**config.mk**
```make
export PLATFORM = sky130hd
export DESIGN_NAME = batched_throughput_meter
export DESIGN_NICKNAME = d
export VERILOG_FILES = /design/src/hdl/tpm_pkg.sv /design/src/hdl/tpm_csr.sv /design/src/hdl/tpm_divider.sv /design/src/hdl/batched_throughput_meter.sv
export SDC_FILE = /design/constraint.sdc
export NUM_CORES = 1
export LEC_CHECK = 0
export ABC_AREA = 1
export ABC_CLOCK_PERIOD_IN_PS = 13310
export BUFFER_PORTS_ARGS = -buffer_cell sky130_fd_sc_hd__buf_2
export CELL_PAD_IN_SITES_DETAIL_PLACEMENT = 1
export CELL_PAD_IN_SITES_GLOBAL_PLACEMENT = 1
export CORE_AREA = 3 3 312 314
export CTS_CLUSTER_DIAMETER = 30
export DETAILED_ROUTE_END_ITERATION = 8
export DIE_AREA = 0 0 315 317
export GPL_TIMING_DRIVEN = 0
export PLACE_DENSITY = 0.81
export SLEW_MARGIN = 25
export SYNTH_ARGS = -nofsm -noshare
export SYNTH_HDL_FRONTEND = slang
export SYNTH_SLANG_ARGS = --single-unit
```
**constraint.sdc**
```tcl
create_clock -name clock -period 13.31 [get_ports clock]
set_clock_uncertainty 0.1 [all_clocks]
set_input_delay 1.331 -clock clock [delete_from_list [all_inputs] [get_ports clock]]
set_output_delay 1.331 -clock clock [all_outputs]
set_load 0.02 [all_outputs]
```
**src/hdl/tpm_pkg.sv**
```systemverilog
// ----------------------------------------------------------------------------
// Throughput meter package
// Shared widths, reset values, register indexes, the configuration bundle
// and the controller state type of the batched throughput meter.
// ----------------------------------------------------------------------------
package tpm_pkg;

   // Fixed field widths of the result transaction.
   localparam int RATE_W     = 48;
   localparam int TOTAL_W    = 48;
   localparam int RSP_DATA_W = 2 * RATE_W + 2 * TOTAL_W;

   // Interval packet counter and configuration register widths.
   localparam int WPKT_W     = 16;
   localparam int BATCH_W    = 16;
   localparam int MAXINT_W   = 32;

   // Register port geometry: two 32-bit registers at byte addresses 0 and 4.
   localparam int CSR_DATA_W = 32;
   localparam int CSR_ADDR_W = 3;

   // Register values after reset.
   localparam logic [BATCH_W-1:0]  BATCH_SIZE_RESET   = 16'd10;
   localparam logic [MAXINT_W-1:0] MAX_INTERVAL_RESET = 32'd100000;

   // Register index, taken from the word address bit.
   typedef enum logic [0:0] {
      CSR_IDX_BATCH_SIZE   = 1'b0,
      CSR_IDX_MAX_INTERVAL = 1'b1
   } tpm_csr_idx_type;

   // Configuration handed from the register block to the datapath.
   typedef struct packed {
      logic [BATCH_W-1:0]  batch_size;
      logic [MAXINT_W-1:0] max_interval;
   } tpm_cfg_type;

   // Controller states.
   typedef enum logic [2:0] {
      ST_IDLE,
      ST_EVAL,
      ST_DIV_PKT,
      ST_DIV_BIT,
      ST_FINISH
   } tpm_state_type;

endpackage

```
**src/hdl/tpm_csr.sv**
```systemverilog
// ----------------------------------------------------------------------------
// Throughput meter registers
// Holds the batch size and maximum interval registers behind a simple
// peripheral bus port with a setup and an access cycle.
// ----------------------------------------------------------------------------
module tpm_csr (
   input  logic                                 clock,
   input  logic                                 reset,
   input  logic                                 csr_psel,
   input  logic                                 csr_penable,
   input  logic                                 csr_pwrite,
   input  logic [tpm_pkg::CSR_ADDR_W-1:0]       csr_paddr,
   input  logic [tpm_pkg::CSR_DATA_W-1:0]       csr_pwdata,
   output logic [tpm_pkg::CSR_DATA_W-1:0]       csr_prdata,
   output logic                                 csr_pready,
   output tpm_pkg::tpm_cfg_type                 cfg
);

   tpm_pkg::tpm_cfg_type     cfg_ff;
   tpm_pkg::tpm_csr_idx_type reg_idx;
   logic                     wr_en;

   // The word address bit selects the register; byte lane bits are ignored.
   assign reg_idx    = tpm_pkg::tpm_csr_idx_type'(csr_paddr[2]);
   assign csr_pready = 1'b1;
   assign wr_en      = csr_psel & csr_penable & csr_pwrite & csr_pready;

   // Register writes complete in the access cycle.
   always_ff @(posedge clock) begin
      if (reset) begin
         cfg_ff.batch_size   <= tpm_pkg::BATCH_SIZE_RESET;
         cfg_ff.max_interval <= tpm_pkg::MAX_INTERVAL_RESET;
      end else if (wr_en) begin
         case (reg_idx)
            tpm_pkg::CSR_IDX_BATCH_SIZE: begin
               cfg_ff.batch_size <= csr_pwdata[tpm_pkg::BATCH_W-1:0];
            end
            tpm_pkg::CSR_IDX_MAX_INTERVAL: begin
               cfg_ff.max_interval <= csr_pwdata[tpm_pkg::MAXINT_W-1:0];
            end
            default: begin
               cfg_ff <= cfg_ff;
            end
         endcase
      end
   end

   // Read data is returned straight from the registers.
   always_comb begin
      case (reg_idx)
         tpm_pkg::CSR_IDX_BATCH_SIZE: begin
            csr_prdata = tpm_pkg::CSR_DATA_W'(cfg_ff.batch_size);
         end
         tpm_pkg::CSR_IDX_MAX_INTERVAL: begin
            csr_prdata = tpm_pkg::CSR_DATA_W'(cfg_ff.max_interval);
         end
         default: begin
            csr_prdata = '0;
         end
      endcase
   end

   assign cfg = cfg_ff;

endmodule

```
**src/hdl/tpm_divider.sv**
```systemverilog
// ----------------------------------------------------------------------------
// Throughput meter serial divider
// Restoring unsigned divider that shifts one dividend bit in and one
// quotient bit out per cycle until all dividend bits have been consumed.
// ----------------------------------------------------------------------------
module tpm_divider #(
   parameter int DIVIDEND_W = 52,
   parameter int DIVISOR_W  = 48
) (
   input  logic                  clock,
   input  logic                  reset,
   input  logic                  start,
   input  logic [DIVIDEND_W-1:0] dividend,
   input  logic [DIVISOR_W-1:0]  divisor,
   output logic                  done,
   output logic [DIVIDEND_W-1:0] quotient
);

   localparam int CNT_W = $clog2(DIVIDEND_W + 1);

   logic                  busy_ff;
   logic                  done_ff;
   logic [CNT_W-1:0]      count_ff;
   logic [DIVISOR_W-1:0]  rem_ff;
   logic [DIVISOR_W-1:0]  rem_in;
   logic [DIVIDEND_W-1:0] quo_ff;
   logic [DIVIDEND_W-1:0] quo_in;
   logic [DIVISOR_W-1:0]  div_ff;
   logic [DIVISOR_W:0]    trial;
   logic [DIVISOR_W:0]    diff;
   logic                  fits;

   // One restoring step: bring down the next dividend bit and try a subtract.
   always_comb begin
      trial  = {rem_ff, quo_ff[DIVIDEND_W-1]};
      diff   = trial - {1'b0, div_ff};
      fits   = (trial >= {1'b0, div_ff});
      rem_in = fits ? diff[DIVISOR_W-1:0] : trial[DIVISOR_W-1:0];
      quo_in = {quo_ff[DIVIDEND_W-2:0], fits};
   end

   // Sequencing: the dividend register fills with quotient bits from the bottom.
   always_ff @(posedge clock) begin
      if (reset) begin
         busy_ff  <= 1'b0;
         done_ff  <= 1'b0;
         count_ff <= '0;
      end else begin
         done_ff <= 1'b0;
         if (start) begin
            busy_ff  <= 1'b1;
            count_ff <= CNT_W'(DIVIDEND_W);
         end else if (busy_ff) begin
            count_ff <= count_ff - 1'b1;
            if (count_ff == CNT_W'(1)) begin
               busy_ff <= 1'b0;
               done_ff <= 1'b1;
            end
         end
      end
   end

   // Datapath registers.
   always_ff @(posedge clock) begin
      if (start) begin
         rem_ff <= '0;
         quo_ff <= dividend;
         div_ff <= divisor;
      end else if (busy_ff) begin
         rem_ff <= rem_in;
         quo_ff <= quo_in;
      end
   end

   assign done     = done_ff;
   assign quotient = quo_ff;

endmodule

```
**src/hdl/batched_throughput_meter.sv**
```systemverilog
// ----------------------------------------------------------------------------
// Batched throughput meter
// A packet that keeps the interval open is added to it in the evaluate
// state; one that closes it runs the packet rate and then the bit rate
// division before its result is loaded into the output register.
// A new packet is taken only after the last result has been loaded; the
// two rate divisions share one serial divider that retires one
// quotient bit per cycle.
// Reset clears totals, interval state and rates to zero and loads defaults.
// ----------------------------------------------------------------------------
module batched_throughput_meter #(
   parameter int TIME_BITS   = 48,
   parameter int LENGTH_BITS = 20,
   parameter int FRAC_BITS   = 16
) (
   input  logic                                         clock,
   input  logic                                         reset,
   // Configuration port
   input  logic                                         csr_psel,
   input  logic                                         csr_penable,
   input  logic                                         csr_pwrite,
   input  logic [tpm_pkg::CSR_ADDR_W-1:0]               csr_paddr,
   input  logic [tpm_pkg::CSR_DATA_W-1:0]               csr_pwdata,
   output logic [tpm_pkg::CSR_DATA_W-1:0]               csr_prdata,
   output logic                                         csr_pready,
   // Packet event channel
   input  logic                                         req_tvalid,
   output logic                                         req_tready,
   // tdata: packet_bits, arrival_time, zero padding to whole bytes
   input  logic [((LENGTH_BITS + TIME_BITS + 7) / 8) * 8 - 1:0] req_tdata,
   // Result channel
   output logic                                         rsp_tvalid,
   input  logic                                         rsp_tready,
   // tdata: bit_rate, packet_rate, packet_total, bit_total
   output logic [tpm_pkg::RSP_DATA_W-1:0]               rsp_tdata,
   // tuser: interval_closed
   output logic [0:0]                                   rsp_tuser
);

   localparam int WBITS_W = LENGTH_BITS + tpm_pkg::WPKT_W;
   localparam int DIV_W   = WBITS_W + FRAC_BITS;
   localparam int CMP_W   = (TIME_BITS > tpm_pkg::MAXINT_W) ? TIME_BITS : tpm_pkg::MAXINT_W;
   localparam int RATE_W  = tpm_pkg::RATE_W;
   localparam int TOTAL_W = tpm_pkg::TOTAL_W;
   localparam int WPKT_W  = tpm_pkg::WPKT_W;

   tpm_pkg::tpm_cfg_type   cfg;
   tpm_pkg::tpm_state_type state_ff;
   tpm_pkg::tpm_state_type state_in;

   logic [LENGTH_BITS-1:0] req_len;
   logic [TIME_BITS-1:0]   req_time;
   logic                   in_accept;

   logic [LENGTH_BITS-1:0] len_ff;
   logic [TIME_BITS-1:0]   now_ff;
   logic [TIME_BITS-1:0]   elapsed_ff;
   logic                   elapsed_zero_ff;
   logic [TOTAL_W-1:0]     packets_seen_ff;
   logic [TOTAL_W-1:0]     bits_seen_ff;
   logic [TIME_BITS-1:0]   window_start_ff;
   logic [WPKT_W-1:0]      window_packets_ff;
   logic [WBITS_W-1:0]     window_bits_ff;
   logic [RATE_W-1:0]      bit_rate_ff;
   logic [RATE_W-1:0]      packet_rate_ff;
   logic                   closed_ff;

   logic                         rsp_tvalid_ff;
   logic [tpm_pkg::RSP_DATA_W-1:0] rsp_tdata_ff;
   logic                         rsp_tuser_ff;

   logic                   closing;
   logic                   out_free;
   logic                   div_start;
   logic                   div_sel_bits;
   logic [DIV_W-1:0]       div_dividend;
   logic                   div_done;
   logic [DIV_W-1:0]       div_quotient;
   logic                   rate_sat;
   logic [RATE_W-1:0]      rate_value;
   logic                   win_add;
   logic                   store_pkt;
   logic                   store_bit;
   logic                   load_out;

   // Register block
   tpm_csr u_csr (
      .clock       (clock),
      .reset       (reset),
      .csr_psel    (csr_psel),
      .csr_penable (csr_penable),
      .csr_pwrite  (csr_pwrite),
      .csr_paddr   (csr_paddr),
      .csr_pwdata  (csr_pwdata),
      .csr_prdata  (csr_prdata),
      .csr_pready  (csr_pready),
      .cfg         (cfg)
   );

   // Input field unpacking and handshake.
   assign req_len   = req_tdata[LENGTH_BITS-1:0];
   assign req_time  = req_tdata[LENGTH_BITS +: TIME_BITS];
   assign in_accept = req_tvalid & req_tready;

   // The interval closes on a full batch or once the time since its start reaches the maximum interval.
   assign closing  = (window_packets_ff >= cfg.batch_size) ||
                     (CMP_W'(elapsed_ff) >= CMP_W'(cfg.max_interval));
   assign out_free = !rsp_tvalid_ff || rsp_tready;

   // Next state.
   always_comb begin
      state_in = state_ff;
      case (state_ff)
         tpm_pkg::ST_IDLE: begin
            if (req_tvalid) begin
               state_in = tpm_pkg::ST_EVAL;
            end
         end
         tpm_pkg::ST_EVAL: begin
            state_in = closing ? tpm_pkg::ST_DIV_PKT : tpm_pkg::ST_FINISH;
         end
         tpm_pkg::ST_DIV_PKT: begin
            if (div_done) begin
               state_in = tpm_pkg::ST_DIV_BIT;
            end
         end
         tpm_pkg::ST_DIV_BIT: begin
            if (div_done) begin
               state_in = tpm_pkg::ST_FINISH;
            end
         end
         tpm_pkg::ST_FINISH: begin
            if (out_free) begin
               state_in = tpm_pkg::ST_IDLE;
            end
         end
         default: begin
            state_in = tpm_pkg::ST_IDLE;
         end
      endcase
   end

   // Controller outputs.
   always_comb begin
      req_tready   = 1'b0;
      div_start    = 1'b0;
      div_sel_bits = 1'b0;
      win_add      = 1'b0;
      store_pkt    = 1'b0;
      store_bit    = 1'b0;
      load_out     = 1'b0;
      case (state_ff)
         tpm_pkg::ST_IDLE: begin
            req_tready = 1'b1;
         end
         tpm_pkg::ST_EVAL: begin
            div_start = closing;
            win_add   = !closing;
         end
         tpm_pkg::ST_DIV_PKT: begin
            store_pkt    = div_done;
            div_start    = div_done;
            div_sel_bits = 1'b1;
         end
         tpm_pkg::ST_DIV_BIT: begin
            store_bit = div_done;
         end
         tpm_pkg::ST_FINISH: begin
            load_out = out_free;
         end
         default: begin
            req_tready = 1'b0;
         end
      endcase
   end

   always_ff @(posedge clock) begin
      if (reset) begin
         state_ff <= tpm_pkg::ST_IDLE;
      end else begin
         state_ff <= state_in;
      end
   end

   // Rate divisions: packet count first, then bit count, both over the duration.
   assign div_dividend = div_sel_bits ? (DIV_W'(window_bits_ff) << FRAC_BITS)
                                      : (DIV_W'(window_packets_ff) << FRAC_BITS);

   tpm_divider #(
      .DIVIDEND_W (DIV_W),
      .DIVISOR_W  (TIME_BITS)
   ) u_divider (
      .clock    (clock),
      .reset    (reset),
      .start    (div_start),
      .dividend (div_dividend),
      .divisor  (elapsed_ff),
      .done     (div_done),
      .quotient (div_quotient)
   );

   // A zero duration or a quotient beyond the rate width saturates.
   assign rate_sat   = elapsed_zero_ff ||
                       ((DIV_W > RATE_W) && ((div_quotient >> RATE_W) != '0));
   assign rate_value = rate_sat ? '1 : RATE_W'(div_quotient);

   // Packet capture and running totals, updated when the transaction is taken.
   always_ff @(posedge clock) begin
      if (in_accept) begin
         len_ff          <= req_len;
         now_ff          <= req_time;
         elapsed_ff      <= req_time - window_start_ff;
         elapsed_zero_ff <= (req_time == window_start_ff);
      end
   end

   always_ff @(posedge clock) begin
      if (reset) begin
         packets_seen_ff <= '0;
         bits_seen_ff    <= '0;
      end else if (in_accept) begin
         packets_seen_ff <= packets_seen_ff + 1'b1;
         bits_seen_ff    <= bits_seen_ff + TOTAL_W'(req_len);
      end
   end

   // Interval state and the last computed rates.
   always_ff @(posedge clock) begin
      if (reset) begin
         window_start_ff   <= '0;
         window_packets_ff <= '0;
         window_bits_ff    <= '0;
         bit_rate_ff       <= '0;
         packet_rate_ff    <= '0;
         closed_ff         <= 1'b0;
      end else begin
         if (win_add) begin
            window_packets_ff <= window_packets_ff + 1'b1;
            window_bits_ff    <= window_bits_ff + WBITS_W'(len_ff);
            closed_ff         <= 1'b0;
         end
         if (store_pkt) begin
            packet_rate_ff <= rate_value;
         end
         // The new interval opens with this packet as its first member.
         if (store_bit) begin
            bit_rate_ff       <= rate_value;
            window_start_ff   <= now_ff;
            window_packets_ff <= WPKT_W'(1);
            window_bits_ff    <= WBITS_W'(len_ff);
            closed_ff         <= 1'b1;
         end
      end
   end

   // Output register decouples the result from the next packet's work.
   always_ff @(posedge clock) begin
      if (reset) begin
         rsp_tvalid_ff <= 1'b0;
      end else if (load_out) begin
         rsp_tvalid_ff <= 1'b1;
      end else if (rsp_tready) begin
         rsp_tvalid_ff <= 1'b0;
      end
   end

   always_ff @(posedge clock) begin
      if (load_out) begin
         rsp_tdata_ff <= {bits_seen_ff, packets_seen_ff, packet_rate_ff, bit_rate_ff};
         rsp_tuser_ff <= closed_ff;
      end
   end

   assign rsp_tvalid   = rsp_tvalid_ff;
   assign rsp_tdata    = rsp_tdata_ff;
   assign rsp_tuser[0] = rsp_tuser_ff;

endmodule

```
==> impl_metrics.py <==
metrics = {
    "outcome": {
        "status": "finished, final reports clean",
    },
    "sta": {
        "finalSetupTns_ns": 0,
        "slew_viol_final": 0,
        "holdWs_ns": 0.330,
        "finalHoldViolations": 0,
        "maxSlewHeadroom": 0.329,
        "setup-violations-final": 0,
        "rsz0062_at_grt": "no",
        "max_freq_mhz": 215,
        "period_needed_ns": 4.65,
        "post-route-period-util": 0.349,
        "worstMarginPinSlew_ns": 0.997,
        "setup_slack_ns": 8.66,
    },
    "grt": {
        "grt_first_pass_wirelength_um": 251000,
        "grt_max_degree": 58,
        "antenna_found_initial": 17,
        "grt_pass1_vias": 42601,
        "grtUsageTotal": 0.329,
        "overflow": 0,
    },
    "logic_synthesis": {
        "yosysSeqAreaShare": 0.479,
        "synth_edf_count": 410,
        "synth_nets": 5713,
        "synth_flop_cell": "edfxtp_1",
        "synth_cells": 5408,
        "yosysWarnings": 0,
        "async_flop_share": 0,
        "synth_top_area_share": 0.290,
        "syn_area_per_cell_um2": 7.85,
        "synth_cell_type_count": 52,
        "yosys.area.top_type": "edfxtp_1",
        "syn_area_mm2": 0.0424,
        "synth_area_leaders": "edfxtp_1, dfxtp_1, nand2_1",
        "synth_seq_cells": 811,
    },
    "run": {
        "drv_cap": 0,
    },
    "critical_path": {
        "critPathArrivalTime_ns": 3.22,
        "rrSetupSlack_ns": 9.57,
        "criticalPathCategory": "in2out",
        "worstPathMaxFanout": 10,
        "critPathRequiredTime_ns": 11.88,
        "crit_chain": "buf_2, clkbuf_1, clkbuf_1, nand2_1, o21ai_0, buf_2",
        "slowest_delay_ns": 0.47,
        "endpoint_kind": "primary output",
        "cp-start-kind": "input port",
        "critPathSlowestCell": "clkbuf_1",
    },
    "clock_network": {
        "ctsResizeCount": 0,
        "ctsHoldBuffers": 0,
        "cts_buffer_depth": 3,
        "cts_tree": "done",
        "cts_buffers": 173,
        "clk_pin_slew_ns": 0.05,
        "root_buffer": "clkbuf_16",
        "cts_max_level": 4,
        "cts_setup_buffers": 0,
        "clock_latency_ns": 0.77,
        "clkSinkCount": 811,
    },
    "layout": {
        "final_core_util": 0.548,
        "area_growth_pct": 22.4,
        "nNetsFinal": 6235,
        "final_layout_size_suffix_gt1_frac": 0.120,
        "final_area_mm2": 0.0519,
    },
    "die": {
        "initial_utilization": 0.447,
        "std_cell_rows": 113,
        "dieArea_mm2": 0.0999,
        "core_area_mm2": 0.0949,
        "die_h_um": 317,
        "io_pins": 342,
        "fp.dieW_um": 315,
    },
    "detailed_routing": {
        "drc": 0,
        "dr.first_iter.drc_count": 3040,
        "routed-wl-met3_um": 13900,
        "first_pass_iters": 5,
        "dr_total_vias": 40429,
        "vias_per_cell": 5.50,
        "wl_per_cell_um": 22.7,
        "met1_length_um": 69600,
        "wl_um": 167000,
        "wl_met2_um": 76000,
        "route.top_layer_used": "met5",
        "ant_nets": 0,
    },
    "placement": {
        "pre_cts_ws_ns": 8.85,
        "routabilityCongestion": 0.969,
        "numPortBuffers": 334,
        "dpl.hpwl_um": 126000,
        "dpl_cell_area_mm2": 0.0460,
    },
    "pwr": {
        "ir_drop_uv": 175,
        "p_per_area_mw_per_mm2": 159,
        "leakage_nw": 22.6,
    },
    "worst_hold_path": {
        "hold_class": "reg2reg",
    },
}
[stage by stage]
stage | total power, mW | instances
final | 8.23 | 7345
after floorplan | 3.53 | 5408
after global routing | 8.50 | 7340
after detailed placement | 3.90 | 7020
after CTS | 8.25 | 7339
after global placement | 3.87 | 7007
[cells in the final DEF, fill, tap and decap left out, drive strengths merged, types with 16 or more instances in the layout]
master and n:
nand2 1370, inv 794, nor2 541, edfxtp 410, buf 404, dfxtp 401, nand3 360, a21oi 358
o21ai 357, clkbuf 303, ha 187, nand4 99, nor3 83, xor2 75, clkinv 64, xnor2 53
nand3b 30, o21bai 28, nor4 26, clkinvlp 23, bufinv 16
[synthesized netlist by cell type, drive strengths merged (28+ instances only)]
library cell and n:
nand2 1370, inv 772, nor2 541, edfxtp 410, dfxtp 401, nand3 360, a21oi 358, o21ai 357
ha 187, clkbuf 108, nand4 99, nor3 83, xor2 75, buf 57, xnor2 53, nand3b 30
o21bai 28
[registers in the layout (all words and copies together), names as in the netlist]
name                flops
rsp_tdata             192
u_divider.rem_ff       48
packet_rate_ff         48
u_divider.div_ff       48
now_ff                 48
closed_ff               1
u_divider.busy_ff       1
window_packets_ff      16
window_start_ff        48
window_bits_ff         36
bit_rate_ff            48
rsp_tvalid              1
elapsed_zero_ff         1
packets_seen_ff        48
u_divider.quotient     52
u_csr.cfg              48
bits_seen_ff           48
u_divider.count_ff      6
len_ff                 20
state_ff                3
u_divider.done          1
elapsed_ff             48
rsp_tuser               1
[logic make-up after synthesis]
family	share of synthesized area
AO/OA/AOI/OAI	0.100
XOR/XNOR	0.0264
adder cells (fa/ha/maj)	0.0570
buffers and inverters	0.0850
flip-flops	0.479
other	0.0000883
AND/OR/NAND/NOR	0.252
[critical path: cells and delay by family]
| family | cells | cell delay, ns |
|---|---|---|
| buffers and inverters | 4 | 1.32 |
| AO/OA/AOI/OAI | 1 | 0.40 |
| AND/OR/NAND/NOR | 1 | 0.17 |
[worst paths after layout]
kind	start	to	cells past startpoint
min	bit_rate_ff[41]	rsp_tdata[41]	0
max reg2reg	elapsed_ff[29]	u_divider.quotient[18]	12
max	csr_paddr[2]	csr_prdata[8]	6
min reg2reg	bit_rate_ff[41]	rsp_tdata[41]	0
[layer usage]
layer	vias up	global-route usage
li1	18830	-
met1	19733	0.415
met2	1446	0.529
met3	404	0.0895
met4	16	0.148
met5	-	0
[report_power, final]
part | total (mW) | internal, mW | switching (mW)
clock | 4.32 | 2.78 | 1.55
combinational | 0.964 | 0.264 | 0.700
sequential | 2.95 | 2.83 | 0.112
[area by class of cell]
type | instances | area, µm²
Fill cell | 11631 | 42900
Sequential cell | 811 | 20300
Multi-Input combinational cell | 3659 | 18500
Clock inverter | 124 | 1390
Antenna cell | 6 | 15.0
Inverter | 773 | 2900
Tap cell | 1265 | 1580
Clock buffer | 195 | 4510
Timing Repair Buffer | 347 | 1980
Buffer | 165 | 711
No activity file was read; power rests on OpenSTA's default activity.
